`config.mk`:
```
export PLATFORM = sky130hd
export DESIGN_NAME = dhs_ctrl
export DESIGN_NICKNAME = d
export VERILOG_FILES = /design/src/rtl/dhs_pkg.sv /design/src/rtl/dhs_ctrl.sv
export SDC_FILE = /design/constraint.sdc
export NUM_CORES = 1
export LEC_CHECK = 0
export BUFFER_PORTS_ARGS = -buffer_cell sky130_fd_sc_hd__buf_2
export CORE_AREA = 2 2 39 41
export DETAILED_ROUTE_END_ITERATION = 16
export DIE_AREA = 0 0 41 43
export HOLD_SLACK_MARGIN = 0.06
export PLACE_DENSITY_LB_ADDON = 0.25
export SLEW_MARGIN = 20
export SYNTH_ARGS = -nofsm -noshare
export SYNTH_HDL_FRONTEND = slang
export SYNTH_SLANG_ARGS = --single-unit
```
`constraint.sdc`:
```
create_clock -name clk -period 3.7 [get_ports clk]
set_clock_uncertainty 0.15 [all_clocks]
set_input_delay 0 -clock clk [delete_from_list [all_inputs] [get_ports clk]]
set_output_delay 0 -clock clk [all_outputs]
set_load 0.05 [all_outputs]
```
`src/rtl/dhs_pkg.sv`:
```
package dhs_pkg;

    localparam int LEN_W = 4;
    localparam int SYM_W = 24;

    localparam logic CMD_INSERT = 1'b0;
    localparam logic CMD_FIND   = 1'b1;

    typedef enum logic [2:0] {
        ST_CLEAR,
        ST_IDLE,
        ST_HASH,
        ST_READ,
        ST_CHECK
    } ctl_state_t;

    // controller -> datapath
    typedef struct packed {
        logic load;
        logic hash_step;
        logic probe_rd;
        logic probe_next;
        logic clear_wr;
        logic post;
        logic write_key;
        logic res_found;
        logic res_full;
    } dhs_cmd_t;

    // datapath -> controller
    typedef struct packed {
        logic hash_done;
        logic hit;
        logic empty;
        logic last_probe;
        logic clear_last;
        logic out_free;
        logic is_insert;
    } dhs_stat_t;

endpackage

```
`src/rtl/dhs_ctrl.sv`:
```
module dhs_ctrl (
    input  logic              clk,
    input  logic              rst_n,
    input  logic              req_valid,
    input  dhs_pkg::dhs_stat_t stat,
    output dhs_pkg::dhs_cmd_t  cmd,
    output logic              ready
);
    import dhs_pkg::*;

    ctl_state_t state_reg;
    ctl_state_t state_next;

    always_ff @(posedge clk or negedge rst_n)
    begin
        if (!rst_n)
        begin
            state_reg <= ST_CLEAR;
        end
        else
        begin
            state_reg <= state_next;
        end
    end

    always_comb
    begin
        state_next = state_reg;
        cmd        = '0;
        ready      = 1'b0;
        unique case (state_reg)
            ST_CLEAR:
            begin
                cmd.clear_wr = 1'b1;
                if (stat.clear_last)
                begin
                    state_next = ST_IDLE;
                end
            end
            ST_IDLE:
            begin
                ready = 1'b1;
                if (req_valid)
                begin
                    cmd.load   = 1'b1;
                    state_next = ST_HASH;
                end
            end
            ST_HASH:
            begin
                if (stat.hash_done)
                begin
                    cmd.probe_rd = 1'b1;
                    state_next   = ST_CHECK;
                end
                else
                begin
                    cmd.hash_step = 1'b1;
                end
            end
            ST_READ:
            begin
                cmd.probe_rd = 1'b1;
                state_next   = ST_CHECK;
            end
            ST_CHECK:
            begin
                if (stat.hit || stat.empty || stat.last_probe)
                begin
                    // hold here (read data stays) until the output slot is free
                    if (stat.out_free)
                    begin
                        cmd.post      = 1'b1;
                        cmd.res_found = stat.hit;
                        cmd.res_full  = !stat.hit && !stat.empty;
                        cmd.write_key = !stat.hit && stat.empty && stat.is_insert;
                        state_next    = ST_IDLE;
                    end
                end
                else
                begin
                    cmd.probe_next = 1'b1;
                    state_next     = ST_READ;
                end
            end
            default:
            begin
                state_next = ST_CLEAR;
            end
        endcase
    end

endmodule

```
==> flow_metrics.tcl <==
set metrics [dict create \
    power_density_mw_per_mm2 797.5 \
    clock_latency_ns 0.23 \
    ff2ff_setup_slack_ns 1.50 \
    finalSetupTns_ns 0 \
    routedWlPerCell_um 8.620 \
    synth.distinct_cells 17 \
    path_max_fanout 7 \
    cts_tree "done" \
    via_per_inst 4.155 \
    crit_arrival_ns 2.21 \
    relSlewSlack 0.7890 \
    grt_pass1_vias 251 \
    vias 295 \
    synthCells 25 \
    required_ns 3.71 \
    multi_input_area_um2 141.4 \
    port_buffers 19 \
    drive_gt1_frac 0.4727 \
    largest_reg_flops 3 \
    drt_wl_total_um 612 \
    firstDrtPassIters 4 \
    syn_area_per_cell_um2 8.658 \
    cts_root_buf "clkbuf_4" \
    ant_nets 0 \
    rsz0062_at_grt "false" \
    row_count 14 \
    peakVddDrop_mv 0.1530 \
    seqCellArea_um2 75.07 \
    antenna_found_initial 0 \
    endpoint_kind "flip-flop" \
    htree_levels 1 \
    critPathLaunchType "flip-flop" \
    critPathKind "reg -> reg" \
    cts.path.max_buffers 2 \
    fmax_mhz 455.4 \
    die_area_mm2 0.001763 \
    num-nets-final 66 \
    synth-seq-cells 3 \
    cts_setup_buffers 0 \
    hp-class "in -> reg" \
    hold_viol 0 \
    grt_pass1_wl_um 959 \
    die_w_um 41 \
    fp.coreArea_mm2 0.001384 \
    status "finished clean" \
    nFillCells 149 \
    cts_buffers 3 \
    remaining_drc_errors 0 \
    start_util 0.1564 \
    die_height_um 43 \
    setup_violations 0 \
    track_usage 0.07638 \
    drv_slew 0 \
    clkTransAtPathRegs_ns 0.04 \
    worst_pin_slew_ns 0.3141 \
    yosysSeqAreaShare 0.3468 \
    place_congestion 0.6361 \
    overflow 0 \
    total_leakage_power_nw 0.2296 \
    syn-num-nets 35 \
    yosysWarningCount 0 \
    drt_iter0_markers 3 \
    io_pins 20 \
    diodes 0 \
    period_share 0.5935 \
    fin_crit_ns 2.196 \
    cts_num_sinks 3 \
    power_w 0.0003413 \
    netlist_area_um2 216.5 \
    maxCapViolCount 0 \
    area_growth_pct 97.69 \
    grt_start_max_net_pins 8 \
]
==> cells by family after synthesis <==
| kind of cell | after synthesis | share of synthesized area |
|---|---|---|
| AND/OR/NAND/NOR | 18 | 0.5261 |
| flip-flops | 3 | 0.3468 |
| AO/OA/AOI/OAI | 4 | 0.1272 |
==> cells in the mapped netlist (all sizes together) <==
| master | instances | area (um2) |
|---|---|---|
| nor3b | 2 | 20.02 |
| nand2 | 2 | 10.01 |
| o21ai | 1 | 5.000 |
| or3 | 1 | 6.260 |
| and2 | 2 | 15.02 |
| nand2b | 1 | 6.260 |
| o31ai | 1 | 7.510 |
| nor4b | 1 | 15.01 |
| a21o | 1 | 7.510 |
| dfrtp | 3 | 75.07 |
| nor2 | 4 | 15.01 |
| and3 | 1 | 6.260 |
| a211oi | 1 | 7.510 |
| nor3 | 4 | 20.02 |
==> timing repair <==
| action | CTS | global route |
|---|---|---|
| endpoints found under the setup margin | 0 | 0 |
| resized for setup | 0 | 0 |
| hold buffers | 7 | 0 |
| hold endpoints to repair | 6 | 0 |
==> worst paths after layout <==
kind	depth (start not counted)	start	endpoint
setup / recovery	5	state_reg[2]	state_reg[0]
hold / removal	4	stat[3]	state_reg[2]
setup reg to reg	5	state_reg[2]	state_reg[0]
hold reg to reg	2	state_reg[1]	state_reg[2]
max in group asynchronous	3	rst_n	state_reg[1]
min in group asynchronous	3	rst_n	state_reg[0]
==> per-stage QoR <==
step	setup WS, ns	util	instances	cell area (um2)	hold WS [ns]
floorplan	1.097	-	25	216.5	-0.4456
global placement	2.171	0.2396	60	331.6	-0.3506
detailed placement	2.174	0.2396	60	331.6	-0.3537
CTS	1.489	0.3092	71	427.9	0.07331
global route	1.430	0.3092	71	427.9	0.1295
finish	1.504	0.3092	71	427.9	0.08077
==> routing by layer <==
layer	global-route usage	vias to the layer above	share of wire
li1	-	152	-
met1	0.08710	131	0.38
met2	0.1344	12	0.56
met3	0.01571	0	0.057
met4	0.02000	0	0
met5	0	-	0
==> cell type report <==
| class | instances | share of cell area |
|---|---|---|
| Clock buffer | 4 | 0.06140 |
| Multi-Input combinational cell | 22 | 0.3304 |
| Tap cell | 16 | 0.04678 |
| Timing Repair Buffer | 26 | 0.3860 |
| Sequential cell | 3 | 0.1754 |
==> cell usage in the layout, fill, tap and decap left out <==
master and n:
nor4b_2 1, o21ai_0 1, dfrtp_1 3, nor3b_1 1, nor3b_2 1, buf_2 19, dlygate4sd3_1 7, clkbuf_4 3
a21o_1 1, nor3_1 4, nand2_2 1, o31ai_1 1, nand2_1 1, a211oi_1 1, nor2_1 4, and2_1 1
nand2b_1 1, and2_4 1, and3_1 1, clkbuf_1 1, or3_1 1
==> worst max-delay path, stage by stage (launching register included) <==
cell	delay, ns
dfrtp_1	0.42
o21ai_0	0.17
o31ai_1	0.08
dlygate4sd3_1	0.56
a211oi_1	0.19
dlygate4sd3_1	0.57
==> report_power, final <==
group | leakage, nW | switching (W) | internal [W]
registers | 0.0385 | 0.0000237 | 0.0000479
clock network | 0.0150 | 0.0000155 | 0.0000403
logic | 0.176 | 0.000140 | 0.0000735
total | 0.230 | 0.000179 | 0.000162
(Power assumes the default switching activity.)
